$ cat config.mk
export PLATFORM = sky130hd
export DESIGN_NAME = json_string_codepoint_decoder_core_flat
export DESIGN_NICKNAME = d
export VERILOG_FILES = /design/src/sv/jscd_pkg.sv /design/src/sv/jscd_if.sv /design/src/sv/json_string_codepoint_decoder_core.sv /design/src/flat_wrapper.sv
export SDC_FILE = /design/constraint.sdc
export NUM_CORES = 1
export LEC_CHECK = 0
export ABC_CLOCK_PERIOD_IN_PS = 6800
export BUFFER_PORTS_ARGS = -buffer_cell sky130_fd_sc_hd__buf_2
export CAP_MARGIN = 20
export CORE_ASPECT_RATIO = 1.1
export CORE_MARGIN = 2
export CORE_UTILIZATION = 60
export CTS_BUF_LIST = sky130_fd_sc_hd__clkbuf_2 sky130_fd_sc_hd__clkbuf_4 sky130_fd_sc_hd__clkbuf_8
export DETAILED_ROUTE_END_ITERATION = 10
export PLACE_DENSITY = 0.9
export SKIP_CTS_REPAIR_TIMING = 1
export SLEW_MARGIN = 20
export SYNTH_ARGS = -nofsm -noshare
export SYNTH_HDL_FRONTEND = slang
export SYNTH_SLANG_ARGS = --single-unit
$ cat constraint.sdc
create_clock -name clock -period 6.8 [get_ports clock]
set_input_delay 0.34 -clock clock [delete_from_list [all_inputs] [get_ports clock]]
set_output_delay 0.34 -clock clock [all_outputs]
set_load 0.05 [all_outputs]
$ cat src/sv/jscd_pkg.sv
// jscd_pkg: types and constants shared by the json string code point decoder
// no dependencies; compiled first

package jscd_pkg;

   localparam int unsigned BYTE_W = 8;
   localparam int unsigned CP_W   = 21;
   localparam int unsigned GRP_W  = 16;

   typedef enum logic [2:0] {
      PH_IDLE = 3'd0,
      PH_ESC  = 3'd1,
      PH_HEX1 = 3'd2,
      PH_SKIP = 3'd3,
      PH_HEX2 = 3'd4,
      PH_UTF8 = 3'd5
   } phase_type;

   typedef struct packed {
      logic [BYTE_W-1:0] in_byte;
      logic              start_of_string;
   } req_payload_type;

   typedef struct packed {
      logic [CP_W-1:0] code_point;
   } rsp_payload_type;

   localparam logic [7:0] CH_QUOTE     = 8'h22;
   localparam logic [7:0] CH_BACKSLASH = 8'h5C;
   localparam logic [7:0] CH_SLASH     = 8'h2F;
   localparam logic [7:0] CH_B         = 8'h62;
   localparam logic [7:0] CH_F         = 8'h66;
   localparam logic [7:0] CH_N         = 8'h6E;
   localparam logic [7:0] CH_R         = 8'h72;
   localparam logic [7:0] CH_T         = 8'h74;

   localparam logic [7:0] CC_BS  = 8'h08;
   localparam logic [7:0] CC_FF  = 8'h0C;
   localparam logic [7:0] CC_LF  = 8'h0A;
   localparam logic [7:0] CC_CR  = 8'h0D;
   localparam logic [7:0] CC_TAB = 8'h09;

   localparam logic [7:0] UTF8_LEAD2 = 8'hE0;
   localparam logic [7:0] UTF8_LEAD3 = 8'hF0;

   localparam logic [GRP_W-1:0] HI_SURR_LO = 16'hD800;
   localparam logic [GRP_W-1:0] HI_SURR_HI = 16'hDBFF;
   localparam logic [CP_W-1:0]  LO_SURR    = 21'h00DC00;
   localparam logic [CP_W-1:0]  SUPP_BASE  = 21'h010000;

   // hex digit value; anything but 0-9 and a-f takes byte minus 55 modulo 2^16
   function automatic logic [GRP_W-1:0] nibble_of(input logic [BYTE_W-1:0] b);
      logic [GRP_W-1:0] r;
      if (b inside {[8'h30:8'h39]}) begin
         r = {8'h00, b - 8'h30};
      end else if (b inside {[8'h61:8'h66]}) begin
         r = {8'h00, b - 8'h57};
      end else begin
         r = {8'h00, b} - 16'd55;
      end
      return r;
   endfunction

endpackage

$ cat src/sv/jscd_if.sv
// jscd_req_if / jscd_rsp_if: valid-ready channels of the decoder
// depends on jscd_pkg for the payload types

interface jscd_req_if;
   logic                      valid;
   logic                      ready;
   jscd_pkg::req_payload_type payload;

   modport source (output valid, output payload, input ready);
   modport sink (input valid, input payload, output ready);
endinterface

interface jscd_rsp_if;
   logic                      valid;
   logic                      ready;
   jscd_pkg::rsp_payload_type payload;

   modport source (output valid, output payload, input ready);
   modport sink (input valid, input payload, output ready);
endinterface

$ cat src/sv/json_string_codepoint_decoder_core.sv
// Decodes a JSON string body, one byte per transaction, into Unicode code points:
// plain ASCII, backslash escapes, \u groups with surrogate pairs, and UTF-8
// sequences. A byte with start_of_string set drops any partial sequence first.
// A byte passes through the input register and then the result register, with a
// combinational decode of the phase, digit count and 21-bit value between them.
// One byte is taken per cycle while the result side accepts. A byte gives zero or
// one code point. No bubbles occur while the result side accepts.
// Depends on jscd_pkg and jscd_if.sv.

module json_string_codepoint_decoder_core (
   input  logic              clock,
   input  logic              reset,
   jscd_req_if.sink          req_chan,
   jscd_rsp_if.source        rsp_chan
);

   // input register
   logic                          in_valid_ff;
   logic [jscd_pkg::BYTE_W-1:0]   in_byte_ff;
   logic                          in_sos_ff;

   // decode state
   jscd_pkg::phase_type           phase_ff, phase_in;
   logic [1:0]                    digits_ff, digits_in;
   logic [jscd_pkg::CP_W-1:0]     acc_ff, acc_in;
   logic [jscd_pkg::GRP_W-1:0]    hsurr_ff, hsurr_in;

   // result register
   logic                          rsp_valid_ff;
   logic [jscd_pkg::CP_W-1:0]     rsp_cp_ff;

   logic                          advance;
   logic                          emit;
   logic [jscd_pkg::CP_W-1:0]     cp;

   jscd_pkg::phase_type           cur_phase;
   logic [1:0]                    cur_digits;
   logic [jscd_pkg::CP_W-1:0]     cur_acc;
   logic [jscd_pkg::GRP_W-1:0]    cur_hsurr;
   logic [jscd_pkg::GRP_W-1:0]    hex_val;
   logic [jscd_pkg::GRP_W-1:0]    hsurr_off;
   logic [1:0]                    lead_cnt;
   logic [7:0]                    lead_mask;

   assign advance          = !rsp_valid_ff || rsp_chan.ready;
   assign req_chan.ready   = !in_valid_ff || advance;
   assign rsp_chan.valid   = rsp_valid_ff;
   assign rsp_chan.payload.code_point = rsp_cp_ff;

   always_comb begin
      if (in_sos_ff) begin
         cur_phase  = jscd_pkg::PH_IDLE;
         cur_digits = 2'd0;
         cur_acc    = '0;
         cur_hsurr  = '0;
      end else begin
         cur_phase  = phase_ff;
         cur_digits = digits_ff;
         cur_acc    = acc_ff;
         cur_hsurr  = hsurr_ff;
      end

      hex_val   = {cur_acc[11:0], 4'h0} | jscd_pkg::nibble_of(in_byte_ff);
      hsurr_off = cur_hsurr - jscd_pkg::HI_SURR_LO;

      if (in_byte_ff < jscd_pkg::UTF8_LEAD2) begin
         lead_cnt = 2'd1;
      end else if (in_byte_ff < jscd_pkg::UTF8_LEAD3) begin
         lead_cnt = 2'd2;
      end else begin
         lead_cnt = 2'd3;
      end
      lead_mask = 8'h7F >> lead_cnt;

      phase_in  = cur_phase;
      digits_in = cur_digits;
      acc_in    = cur_acc;
      hsurr_in  = cur_hsurr;
      emit      = 1'b0;
      cp        = '0;

      case (cur_phase)
         jscd_pkg::PH_ESC: begin
            phase_in = jscd_pkg::PH_IDLE;
            emit     = 1'b1;
            case (in_byte_ff)
               jscd_pkg::CH_QUOTE, jscd_pkg::CH_BACKSLASH, jscd_pkg::CH_SLASH:
                  cp = {13'd0, in_byte_ff};
               jscd_pkg::CH_B: cp = {13'd0, jscd_pkg::CC_BS};
               jscd_pkg::CH_F: cp = {13'd0, jscd_pkg::CC_FF};
               jscd_pkg::CH_N: cp = {13'd0, jscd_pkg::CC_LF};
               jscd_pkg::CH_R: cp = {13'd0, jscd_pkg::CC_CR};
               jscd_pkg::CH_T: cp = {13'd0, jscd_pkg::CC_TAB};
               default: begin
                  emit      = 1'b0;
                  phase_in  = jscd_pkg::PH_HEX1;
                  digits_in = 2'd3;
                  acc_in    = '0;
               end
            endcase
         end
         jscd_pkg::PH_HEX1: begin
            acc_in = {5'd0, hex_val};
            if (cur_digits != 2'd0) begin
               digits_in = cur_digits - 2'd1;
            end else if (hex_val >= jscd_pkg::HI_SURR_LO &&
                         hex_val <= jscd_pkg::HI_SURR_HI) begin
               hsurr_in  = hex_val;
               acc_in    = '0;
               phase_in  = jscd_pkg::PH_SKIP;
               digits_in = 2'd1;
            end else begin
               cp       = {5'd0, hex_val};
               emit     = 1'b1;
               phase_in = jscd_pkg::PH_IDLE;
            end
         end
         jscd_pkg::PH_SKIP: begin
            if (cur_digits != 2'd0) begin
               digits_in = cur_digits - 2'd1;
            end else begin
               phase_in  = jscd_pkg::PH_HEX2;
               digits_in = 2'd3;
               acc_in    = '0;
            end
         end
         jscd_pkg::PH_HEX2: begin
            acc_in = {5'd0, hex_val};
            if (cur_digits != 2'd0) begin
               digits_in = cur_digits - 2'd1;
            end else begin
               cp = jscd_pkg::SUPP_BASE + {hsurr_off[10:0], 10'd0}
                    + ({5'd0, hex_val} - jscd_pkg::LO_SURR);
               emit     = 1'b1;
               phase_in = jscd_pkg::PH_IDLE;
            end
         end
         jscd_pkg::PH_UTF8: begin
            acc_in = {cur_acc[14:0], in_byte_ff[5:0]};
            if (cur_digits != 2'd0) begin
               digits_in = cur_digits - 2'd1;
            end else begin
               cp       = {cur_acc[14:0], in_byte_ff[5:0]};
               emit     = 1'b1;
               phase_in = jscd_pkg::PH_IDLE;
            end
         end
         default: begin
            phase_in = jscd_pkg::PH_IDLE;
            if (in_byte_ff == jscd_pkg::CH_BACKSLASH) begin
               phase_in = jscd_pkg::PH_ESC;
            end else if (!in_byte_ff[7]) begin
               cp   = {13'd0, in_byte_ff};
               emit = 1'b1;
            end else begin
               acc_in    = {13'd0, in_byte_ff & lead_mask};
               digits_in = lead_cnt - 2'd1;
               phase_in  = jscd_pkg::PH_UTF8;
            end
         end
      endcase
   end

   always_ff @(posedge clock) begin
      if (reset) begin
         in_valid_ff  <= 1'b0;
         rsp_valid_ff <= 1'b0;
         phase_ff     <= jscd_pkg::PH_IDLE;
         digits_ff    <= 2'd0;
         acc_ff       <= '0;
         hsurr_ff     <= '0;
      end else begin
         if (req_chan.valid && req_chan.ready) begin
            in_valid_ff <= 1'b1;
         end else if (advance) begin
            in_valid_ff <= 1'b0;
         end
         if (advance) begin
            rsp_valid_ff <= in_valid_ff && emit;
         end
         if (in_valid_ff && advance) begin
            phase_ff  <= phase_in;
            digits_ff <= digits_in;
            acc_ff    <= acc_in;
            hsurr_ff  <= hsurr_in;
         end
      end
   end

   always_ff @(posedge clock) begin
      if (req_chan.valid && req_chan.ready) begin
         in_byte_ff <= req_chan.payload.in_byte;
         in_sos_ff  <= req_chan.payload.start_of_string;
      end
      if (advance && in_valid_ff && emit) begin
         rsp_cp_ff <= cp;
      end
   end

`ifndef SYNTHESIS
   // a held input byte is not lost while the result side stalls
   a_hold_input: assert property (@(posedge clock) disable iff (reset)
      in_valid_ff && !advance |=> in_valid_ff && $stable(in_byte_ff))
      else $error("input register dropped a byte under stall");

   // the skip phase counts two bytes only
   a_skip_count: assert property (@(posedge clock) disable iff (reset)
      phase_ff == jscd_pkg::PH_SKIP |-> digits_ff <= 2'd1)
      else $error("skip phase digit count out of range");

   // a stored high surrogate is in range while the pair is pending
   a_hsurr_range: assert property (@(posedge clock) disable iff (reset)
      phase_ff == jscd_pkg::PH_SKIP || phase_ff == jscd_pkg::PH_HEX2 |->
      hsurr_ff >= jscd_pkg::HI_SURR_LO && hsurr_ff <= jscd_pkg::HI_SURR_HI)
      else $error("high surrogate out of range");

   // hex groups stay within 16 bits
   a_hex_width: assert property (@(posedge clock) disable iff (reset)
      phase_ff == jscd_pkg::PH_HEX1 || phase_ff == jscd_pkg::PH_HEX2 |->
      acc_ff[20:16] == 5'd0)
      else $error("hex group exceeds 16 bits");
`endif

endmodule

$ cat src/flat_wrapper.sv
// flat-port wrapper written by rule: the top's interface ports become plain ports
module json_string_codepoint_decoder_core_flat 
  (clock, reset, req_chan_valid, req_chan_payload, req_chan_ready, rsp_chan_valid, rsp_chan_payload, rsp_chan_ready);
  jscd_req_if req_chan_i ();
  jscd_rsp_if rsp_chan_i ();
  input  logic clock;
  input  logic reset;
  input wire logic [$bits(req_chan_i.valid)-1:0] req_chan_valid;
  input wire logic [$bits(req_chan_i.payload)-1:0] req_chan_payload;
  output wire logic [$bits(req_chan_i.ready)-1:0] req_chan_ready;
  output wire logic [$bits(rsp_chan_i.valid)-1:0] rsp_chan_valid;
  output wire logic [$bits(rsp_chan_i.payload)-1:0] rsp_chan_payload;
  input wire logic [$bits(rsp_chan_i.ready)-1:0] rsp_chan_ready;
  assign req_chan_i.valid = req_chan_valid;
  assign req_chan_i.payload = req_chan_payload;
  assign req_chan_ready = req_chan_i.ready;
  assign rsp_chan_valid = rsp_chan_i.valid;
  assign rsp_chan_payload = rsp_chan_i.payload;
  assign rsp_chan_i.ready = rsp_chan_ready;
  json_string_codepoint_decoder_core u_core (.clock(clock), .reset(reset), .req_chan(req_chan_i), .rsp_chan(rsp_chan_i));
endmodule
# After elaboration in Yosys (flattened, before gate mapping)
# Index checks and enable logic that the tools add are counted.
# W data, S select, Z words.
[op_classes]
add_sub_neg = 9
multipliers = 0
div_mod_pow = 0
n_lt_le_gt_ge = 8
eq_ne = 13
shifts = 1
n_mux = 50
n_bitwise = 2
reduce_logical = 16
[op_table]
columns = ["cell", "count"]
rows = [
  ["$mux W21", 10],
  ["$pmux W21 S5", 2],
  ["$mux W16", 7],
  ["$eq A8 B7 Y1 const B", 6],
  ["$pmux W8 S6", 1],
  ["$mux W2", 11],
  ["$add A17 B21 Y21 const A", 1],
  ["$add A21 B21 Y21", 1],
  ["$mux W3", 6],
  ["$sub A16 B16 Y17 const B", 1],
  ["$eq A8 B6 Y1 const B", 2],
  ["$ge A16 B16 Y1 const B", 1],
  ["$le A16 B16 Y1 const B", 1],
  ["$lt A8 B8 Y1 const B", 2],
  ["$or A16 B16 Y16", 1],
  ["$pmux W3 S4", 1],
  ["$sub A11 B1 Y11 const B", 1],
  ["$mux W1", 9],
  ["$sub A8 B6 Y9 const B", 1],
  ["$and A8 B8 Y8", 1],
  ["$ge A8 B6 Y1 const B", 1],
  ["$ge A8 B7 Y1 const B", 1],
  ["$le A8 B6 Y1 const B", 1],
  ["$le A8 B7 Y1 const B", 1],
  ["17 further kinds", 29],
]
[word_totals]
register_bits = 74
latch_bits = 0
mem_bits_rw = 0
mem_bits_ro = 0
output_inout_bits = 23
mem_count = 0

# Longest topological paths before layout
# Gate-level depths: netlist (run 1).
[logic_depth]
depth_word = 11
mapped_depth = 20

# Worst setup path after synthesis (run 1)
# Ideal clock, no wire load.
[synth_path]
path_kind = "flip-flop to flip-flop"
from = "register u_core.in_byte_ff[1] in the netlist's numbering"
to = "register u_core.rsp_cp_ff (netlist bit u_core.rsp_chan.payload[0]), enable pin"
setup_time_ns = 0.414
arrival_ns = 4.046
required_ns = 6.386
slack_ns = 2.341
path_stages_with_launch = 12
n_path_buf = 1
cell_sequence = "edfxtp_1 > clkbuf_1 > inv_1 > ha_1 > or4b_1 > a311o_1 > o21ai_2 > xnor2_1 > a211oi_4 > o41a_4 > o211ai_2 > a41oi_1"
[synth_via]
elab_chain_len = 11
word_cells_on_any_way = 30
cone_classes = "add/sub: 3; order compare: 6; eq/ne: 8; mux: 7; bitwise: 1; reduce/logical: 5"
[synth_lines]
columns = ["item", "line", "source"]
rows = [
  ["from (decl)", "json_string_codepoint_decoder_core.sv:19", "logic [jscd_pkg::BYTE_W-1:0] in_byte_ff;"],
  ["from (signal assigned)", "json_string_codepoint_decoder_core.sv:192", "in_byte_ff <= req_chan.payload.in_byte;"],
  ["$ge A8 B7 Y1 / $le A8 B7 Y1 (equally long branches)", "jscd_pkg.sv:56", "end else if (b inside {[8'h61:8'h66]}) begin"],
  ["$logic_and A1 B1 Y1", "jscd_pkg.sv:56", ""],
  ["$mux W16", "jscd_pkg.sv:56", ""],
  ["$mux W16", "jscd_pkg.sv:54", "if (b inside {[8'h30:8'h39]}) begin"],
  ["$or A16 B16 Y16", "json_string_codepoint_decoder_core.sv:63", "hex_val = {cur_acc[11:0], 4'h0} | jscd_pkg::nibble_of(in_byte_ff);"],
  ["$ge A16 B16 Y1 / $le A16 B16 Y1 (equally long branches)", "json_string_codepoint_decoder_core.sv:106, json_string_codepoint_decoder_core.sv:107", ""],
  ["$logic_and A1 B1 Y1", "json_string_codepoint_decoder_core.sv:106", "end else if (hex_val >= jscd_pkg::HI_SURR_LO &&"],
  ["$mux W1", "json_string_codepoint_decoder_core.sv:106", ""],
  ["$mux W1", "json_string_codepoint_decoder_core.sv:104", "if (cur_digits != 2'd0) begin"],
  ["$pmux W1 S4 *", "json_string_codepoint_decoder_core.sv:82", "case (cur_phase)"],
  ["$logic_and A1 B1 Y1 *", "json_string_codepoint_decoder_core.sv:195", "if (advance && in_valid_ff && emit) begin"],
  ["to (signal assigned)", "json_string_codepoint_decoder_core.sv:196", "rsp_cp_ff <= cp;"],
  ["to (decl)", "json_string_codepoint_decoder_core.sv:30", "logic [jscd_pkg::CP_W-1:0] rsp_cp_ff;"],
]
# Mark *: on every way between the ends. The rest lies on a longest branch, timed or not.
# A chain may end at the register's enable or synchronous reset.

# Final worst setup path (run 1)
[layout_path]
from = "register u_core.in_byte_ff[4] in the netlist's numbering"
to = "register u_core.hsurr_ff[1] in the netlist's numbering"
[layout_via]
elab_chain_len = 10
word_cells_on_any_way = 18
cone_classes = "add/sub: 3; order compare: 6; mux: 5; bitwise: 1; reduce/logical: 3"
[layout_lines]
columns = ["item", "line", "source"]
rows = [
  ["$ge A8 B7 Y1 / $le A8 B7 Y1 (equally long branches)", "jscd_pkg.sv:56", ""],
  ["$logic_and A1 B1 Y1", "jscd_pkg.sv:56", ""],
  ["$mux W16", "jscd_pkg.sv:56", ""],
  ["$mux W16 *", "jscd_pkg.sv:54", ""],
  ["$or A16 B16 Y16 *", "json_string_codepoint_decoder_core.sv:63", ""],
  ["$ge A16 B16 Y1 / $le A16 B16 Y1 (equally long branches)", "json_string_codepoint_decoder_core.sv:106, json_string_codepoint_decoder_core.sv:107", ""],
  ["$logic_and A1 B1 Y1", "json_string_codepoint_decoder_core.sv:106", ""],
  ["$mux W16 *", "json_string_codepoint_decoder_core.sv:106", ""],
  ["$mux W16 *", "json_string_codepoint_decoder_core.sv:104", ""],
  ["$mux W16 *", "json_string_codepoint_decoder_core.sv:82", ""],
  ["to (signal assigned)", "json_string_codepoint_decoder_core.sv:185", "hsurr_ff <= hsurr_in;"],
  ["to (decl)", "json_string_codepoint_decoder_core.sv:26", "logic [jscd_pkg::GRP_W-1:0] hsurr_ff, hsurr_in;"],
]
# Marked as above.

==> results of run 1 <==
[kinds of logic (layout without fill, tap and decap cells)]
logic type	Yosys count	after routing	share of synthesized area, %
AO/OA/AOI/OAI	198	198	28.1
XOR/XNOR	19	19	3.41
adder cells (fa/ha/maj)	34	34	8.86
buffers and inverters	68	87	5.89
flip-flops	63	63	32.0
multiplexers	3	3	0.640
AND/OR/NAND/NOR	212	212	21.2
[power groups by stage]
stage               clock network (mW)  registers [mW]  logic [mW]
floorplan                            0           0.437       0.128
global placement                     0           0.430       0.179
detailed placement                   0           0.431       0.182
CTS                              0.329           0.423       0.183
global route                     0.343           0.425       0.203
finish                           0.334           0.424       0.190
[area by class of cell]
class,count,area (µm²),share of cell area (%)
repair buffers,43,233,4.41
well taps,108,135,2.56
clock buffers,10,131,2.49
inverters,28,105,1.99
flip-flops and latches,63,1560,29.6
clock inverters,6,60.1,1.14
multi-input cells,466,3050,57.8
[Yosys cell counts, types with 3 or more instances]
| library cell | count |
|---|---|
| o31ai_1 | 6 |
| o21a_1 | 4 |
| a211oi_1 | 7 |
| nand2_1 | 57 |
| inv_1 | 28 |
| nor3_1 | 15 |
| a21oi_1 | 46 |
| a32oi_1 | 3 |
| nor2_1 | 65 |
| o211ai_1 | 7 |
| ha_1 | 33 |
| o221ai_1 | 3 |
| a31oi_1 | 5 |
| o2bb2ai_1 | 9 |
| nand3_1 | 10 |
| a32o_1 | 3 |
| a21o_1 | 6 |
| o31a_1 | 4 |
| a21boi_0 | 3 |
| buf_2 | 5 |
| o21ai_0 | 38 |
| xnor2_1 | 13 |
| or3_1 | 6 |
| a22oi_1 | 7 |
| dfxtp_1 | 33 |
| buf_6 | 3 |
| nor2b_1 | 23 |
| xor2_1 | 6 |
| and2_1 | 3 |
| a211o_1 | 4 |
| edfxtp_1 | 30 |
| o22ai_1 | 13 |
| clkbuf_1 | 29 |
| a221oi_1 | 4 |
| and3_1 | 7 |
[worst register-to-register path, stage by stage (launching register included)]
cell and delay, ns:
edfxtp_1 0.58, ha_1 0.40, nor3_1 0.19, buf_4 0.23, a21oi_1 0.11, inv_1 0.12, ha_1 0.15, nand4_1 0.09
nor3_1 0.33, o211ai_1 0.13, or4_1 0.46, o41a_4 0.39, nor3_2 0.70, a221oi_1 0.33, clkbuf_2 0.27, a32o_1 0.22
[per-layer routing]
| layer | global-route usage [%] | vias up | share of wire, % |
|---|---|---|---|
| met1 | 43.0 | 2301 | 36 |
| met2 | 56.9 | 406 | 46 |
| met5 | 0 | - | 0 |
| met4 | 18.7 | 0 | 6.2 |
| li1 | - | 2227 | - |
| met3 | 5.28 | 85 | 11 |
[flip-flops by register name (all words and copies together), names as in the netlist]
name	count
u_core.rsp_chan.payload	21
u_core.acc_ff	15
u_core.hsurr_ff	11
u_core.in_byte_ff	8
u_core.phase_ff	3
u_core.digits_ff	2
u_core.in_sos_ff	1
u_core.in_valid_ff	1
u_core.rsp_chan.valid	1
[path summary, 6_finish.rpt]
kind / cells after the start / slack (ns) / startpoint / endpoint
worst max-delay path: 15 / 1.98 / u_core.in_byte_ff[4] / u_core.hsurr_ff[1]
worst max register to register: 15 / 1.98 / u_core.in_byte_ff[4] / u_core.hsurr_ff[1]
worst min-delay path: 1 / 0.15 / req_chan_payload[5] / u_core.in_byte_ff[4]
worst min register to register: 1 / 0.46 / u_core.hsurr_ff[9] / u_core.hsurr_ff[9]
[through the flow]
stage	hold WS, ns	area (µm²)
2_1_floorplan	0.425	4890
3_3_place_gp	0.438	5070
3_5_place_dp	0.441	5070
4_1_cts	0.162	5270
5_1_grt	0.160	5270
6_report	0.153	5270
==> results.md, run 1 <==
* Core Area at roughly 7900 µm²
* Pre-Repair DR Iteration Count at 7
* Logic pwr share at around 20%
* Starting Density at 61.8%
* DIE AREA at between 8000 and 9000 µm²
* Inst Count DP at 707
* Dpl hpwl at between 10 and 15 mm
* Pwr Total at 0.948 mW
* Max rail drop VDD at about 0.10 mV
* Finished Core Util at 66.6%
* WP data required at 7.04 ns
* Post-synth EDFFs at 30
* First-pass GRT wire length at around 24 mm
* Clock buffer count from CTS at 9
* CTS Root Cell: clkbuf_8
* Share of the yosys chip area belonging to registers at between 30% and 40%
* Worst Path Buf+Inv at 3
* Avg Cell Area, Syn at 8.19 µm²
* PortBufs at 35
* CTS Sinks at 63
* Slew Limit Headroom at 39.1%
* Yosys top cell by area: edfxtp_1
* Peak Freq at between 200 and 250 MHz
* CP peak stage delay at about 0.70 ns
* Worst Hold Class: in2reg
* Sw Ratio at 32.5%
* Fin crit period at around 4.8 ns
* Vias per cell at roughly 6.9
* Final setup violating endpoints at 0
* Internal power at between 0.6 and 0.7 mW
* Crit share post-route at 71.0%
* Total global-route track usage at around 34%
* TritonCTS clock tree: done
* Nets at roughly 660
* # fillers at roughly 650
* MaxCap Viol Count at 0
* P_sw at 0.308 mW
* Wire length after detailed routing at approximately 15 mm
* Initial antenna violation count at 0
* Worst Tran Pin Value at 0.908 ns
* Largest net degree at the start of global routing at 46
* Commonest non-fill, non-tap cell in the layout: nor2_1
* CP Launch Type: register
* Netlist area before placement at about 4900 µm²
* Height of the die at slightly below 100 µm
* Slowest cell on crit path: nor3_2
* #FFs+latches synth at 63
* Synthesis Warnings at 0
* H-Tree Depth at 3
* CP Capture Type: register
* Final Hold Viols at 0
* WP data arrival at 5.07 ns
* Crit path max fanout at 13
* Syn Nets at between 600 and 700
* Grt ovf at 0
* Yosys cell types at 80
* DR WL/cell at between 20 and 25 µm
* Synth top area share at 18.4%
* Setup TNS at 0 ns
* Layout cells sized above 1 at about an eighth
* Ys async rst share at 0%
* GP Congestion at 1.00
* Clock slew at reported path FFs at 0.08 ns
* RSZ-0062 raised after global routing: false
* Die span in x at approximately 90 µm
* Layout area overhead at 7.86%
* Skew final at 0.0212 ns
* Worst-Skew Late Latency at 0.37 ns
* Routed via count at about 5,000
* Max-slew violation count at 0
* Leakage at just over 2 nW
* IO Pins at 36
* Clock power share at a little over a third
* CP top delay family: simple AND/OR/NAND/NOR gates
* Vias in the first global route at roughly 4,600
* CTS Buffer Depth at 2
* Antenna Nets Post-Route at 0
* Drt drc at 0
* N_diodes at 0
* Critical Path, Cell by Cell: ha_1 > nor3_1 > buf_4 > a21oi_1 > inv_1 > ha_1 > nand4_1 > nor3_1 > o211ai_1 > or4_1 > o41a_4 > nor3_2 > a221oi_1 > clkbuf_2 > a32o_1
* Primary FF master, synth: dfxtp_1
* Critical path class: reg2reg
* Site Rows at 34
* Status: completed
* Placement Setup Slack at around 2.2 ns
* Highest-count cells in the layout ignoring fill and taps: nor2_1, nand2_1, a21oi_1
* Power Density at between 150 and 200 nW/µm²
* Syn Inst Count at just under 600
* DR iter-0 viols at 682
* Final Worst Setup Slack at about 2.0 ns
* Fin cells at a little over 700
* Seq pwr share at between 40 and 50%
* Most area-consuming cells after synthesis: edfxtp_1, dfxtp_1, ha_1
Power figures use the tool's default switching activity.
==> run 2: changes to the inputs <==
--- a/config.mk
+++ b/config.mk
@@ -5,12 +5,12 @@
 export SDC_FILE = /design/constraint.sdc
 export NUM_CORES = 1
 export LEC_CHECK = 0
-export ABC_CLOCK_PERIOD_IN_PS = 6800
+export ABC_CLOCK_PERIOD_IN_PS = 4000
 export BUFFER_PORTS_ARGS = -buffer_cell sky130_fd_sc_hd__buf_2
 export CAP_MARGIN = 20
 export CORE_ASPECT_RATIO = 1.1
 export CORE_MARGIN = 2
-export CORE_UTILIZATION = 60
+export CORE_UTILIZATION = 57
 export CTS_BUF_LIST = sky130_fd_sc_hd__clkbuf_2 sky130_fd_sc_hd__clkbuf_4 sky130_fd_sc_hd__clkbuf_8
 export DETAILED_ROUTE_END_ITERATION = 10
 export PLACE_DENSITY = 0.9
==> constraint.sdc (replaced) <==
create_clock -name clock -period 4 [get_ports clock]
set_input_delay 0.2 -clock clock [delete_from_list [all_inputs] [get_ports clock]]
set_output_delay 0.2 -clock clock [all_outputs]
set_load 0.05 [all_outputs]
==> results.md, run 2 (synthesis gave the netlist of run 1 again) <==
* Clock buffer count from CTS at 9
* CTS Root Cell: clkbuf_8
* Worst Hold Class: in2reg
* Critical Path, Cell by Cell: ha_1 > nor3_4 > a21oi_2 > inv_1 > ha_1 > ha_1 > ha_1 > inv_1 > fa_1 > nor2b_1 > o21ai_1 > a21boi_1 > o21ai_1 > a21oi_1 > o21a_1 > or3_1 > a31oi_1 > nor2_1
* Skew final at 0.0174 ns
* GP Congestion at between 0.9 and 1
* MaxCap Viol Count at 0
* Final hold slack at approximately 0.025 ns
* Final setup violating endpoints at 0
* DR WL/cell at between 20 and 25 µm
* Power Density at 307 nW/µm²
* Worst Tran Pin Value at approximately 0.77 ns
* H-Tree Depth at 3
* Fin crit period at 3.82 ns
* CP peak stage delay at roughly 0.40 ns
* Total global-route track usage at between 30% and 40%
* Peak Freq at between 200 and 300 MHz
* Pre-Repair DR Iteration Count at 5
* Hold_sp: req_chan_payload[3]
* DR iter-0 viols at ~570
* Post-route cell area at ~5600 µm²
* CP Launch Type: register
* Status: completed
* Commonest non-fill, non-tap cell in the layout: nor2_1
* Critical path class: reg2reg
* Layout cells sized above 1 at between 10% and 20%
* Fin cells at approximately 760
* WP data required at approximately 4 ns
* Initial antenna violation count at 0
* R2r endpoint: u_core.rsp_chan.payload[19]
* Worst Hold Depth at 1
* Site Rows at 35
* TritonCTS clock tree: done
* Layout area overhead at 13.9%
* CTS Sinks at 63
* Vias per cell at 6.64
* Antenna Nets Post-Route at 0
* Grt ovf at 0
* First-pass GRT wire length at about 24 mm
* Drt drc at 0
* Worst-Skew Late Latency at 0.36 ns
* CP top delay family: adder cells
* WHS Endpoint: u_core.in_byte_ff[2]
* WP data arrival at 3.93 ns
* Core Area at between 8000 and 9000 µm²
* Final Hold Viols at 0
* Nets at between 600 and 700
* Crit path max fanout at 4
* Die span in x at between 90 and 100 µm
* RSZ-0062 raised after global routing: true
* Routed via count at about 5,000
* Max rail drop VDD at roughly 0.25 mV
* Clock slew at reported path FFs at 0.08 ns
* Cell repeated most along the worst path: ha_1
* Slowest cell on crit path: edfxtp_1
* Placement Setup Slack at -0.139 ns
* N_diodes at 0
* Highest-count cells in the layout ignoring fill and taps: nor2_1, nand2_1, a21oi_1
* RR Startpoint: u_core.in_byte_ff[4]
* FF-to-FF setup slack at 0.18 ns
* Height of the die at 101 µm
* Max reg flops at 21
* Vias in the first global route at ~4,700
* CTS Buffer Depth at 2
* Largest net degree at the start of global routing at 34
* Dpl cell area at roughly 5300 µm²
* Inst Count DP at approximately 740
* PortBufs at 35
* Crit share post-route at 95.4%
* Finished Core Util at between 60% and 70%
* Setup TNS at 0 ns
* Slew Limit Headroom at between 40% and 50%
* Max-slew violation count at 0
* Pwr Total at roughly 1.7 mW
* DIE AREA at approximately 9300 µm²
* Worst Path Buf+Inv at 2
* Starting Density at just under 60%
* CP Capture Type: register
* Dpl hpwl at around 12 mm
* Final Worst Setup Slack at around 0.18 ns
* IO Pins at 36
* Worst-case reg-to-reg path depth at 18
* Wire length after detailed routing at 15.8 mm
* Leakage at about 2.2 nW
## run 2: how the worst max path moves through the flow
stage	from	end	slack, ns	cells past startpoint
after floorplan	u_core.in_byte_ff[5]	u_core.rsp_chan.payload[19]	0.03	20
after global placement	u_core.in_byte_ff[4]	u_core.rsp_chan.payload[19]	0.13	18
after detailed placement	u_core.in_byte_ff[4]	u_core.rsp_chan.payload[19]	-0.14	18
after CTS	u_core.in_byte_ff[4]	u_core.rsp_chan.payload[19]	-0.15	18
after global routing	u_core.in_byte_ff[4]	u_core.rsp_chan.payload[19]	-0.04	18
final	u_core.in_byte_ff[4]	u_core.rsp_chan.payload[19]	0.18	18
## run 2: area by class of cell
| cell class | count | area [µm²] |
|---|---|---|
| Clock buffer | 10 | 131 |
| Clock inverter | 6 | 85.1 |
| Fill cell | 687 | 2800 |
| Inverter | 28 | 105 |
| Multi-Input combinational cell | 466 | 3090 |
| Sequential cell | 63 | 1560 |
| Tap cell | 111 | 139 |
| Timing Repair Buffer | 71 | 455 |
## run 2: power breakdown
group	internal, mW	switching (mW)
clock	0.356	0.281
combinational	0.122	0.239
sequential	0.695	0.0172
total	1.17	0.537
## run 2: metal layers
| metal | up-vias | GRT usage, % | wire length (µm) |
|---|---|---|---|
| met2 | 356 | 56.3 | 7290 |
| met5 | - | 0 | 0 |
| li1 | 2275 | - | - |
| met3 | 77 | 7.63 | 1580 |
| met1 | 2304 | 42.7 | 6090 |
| met4 | 0 | 16.1 | 824 |
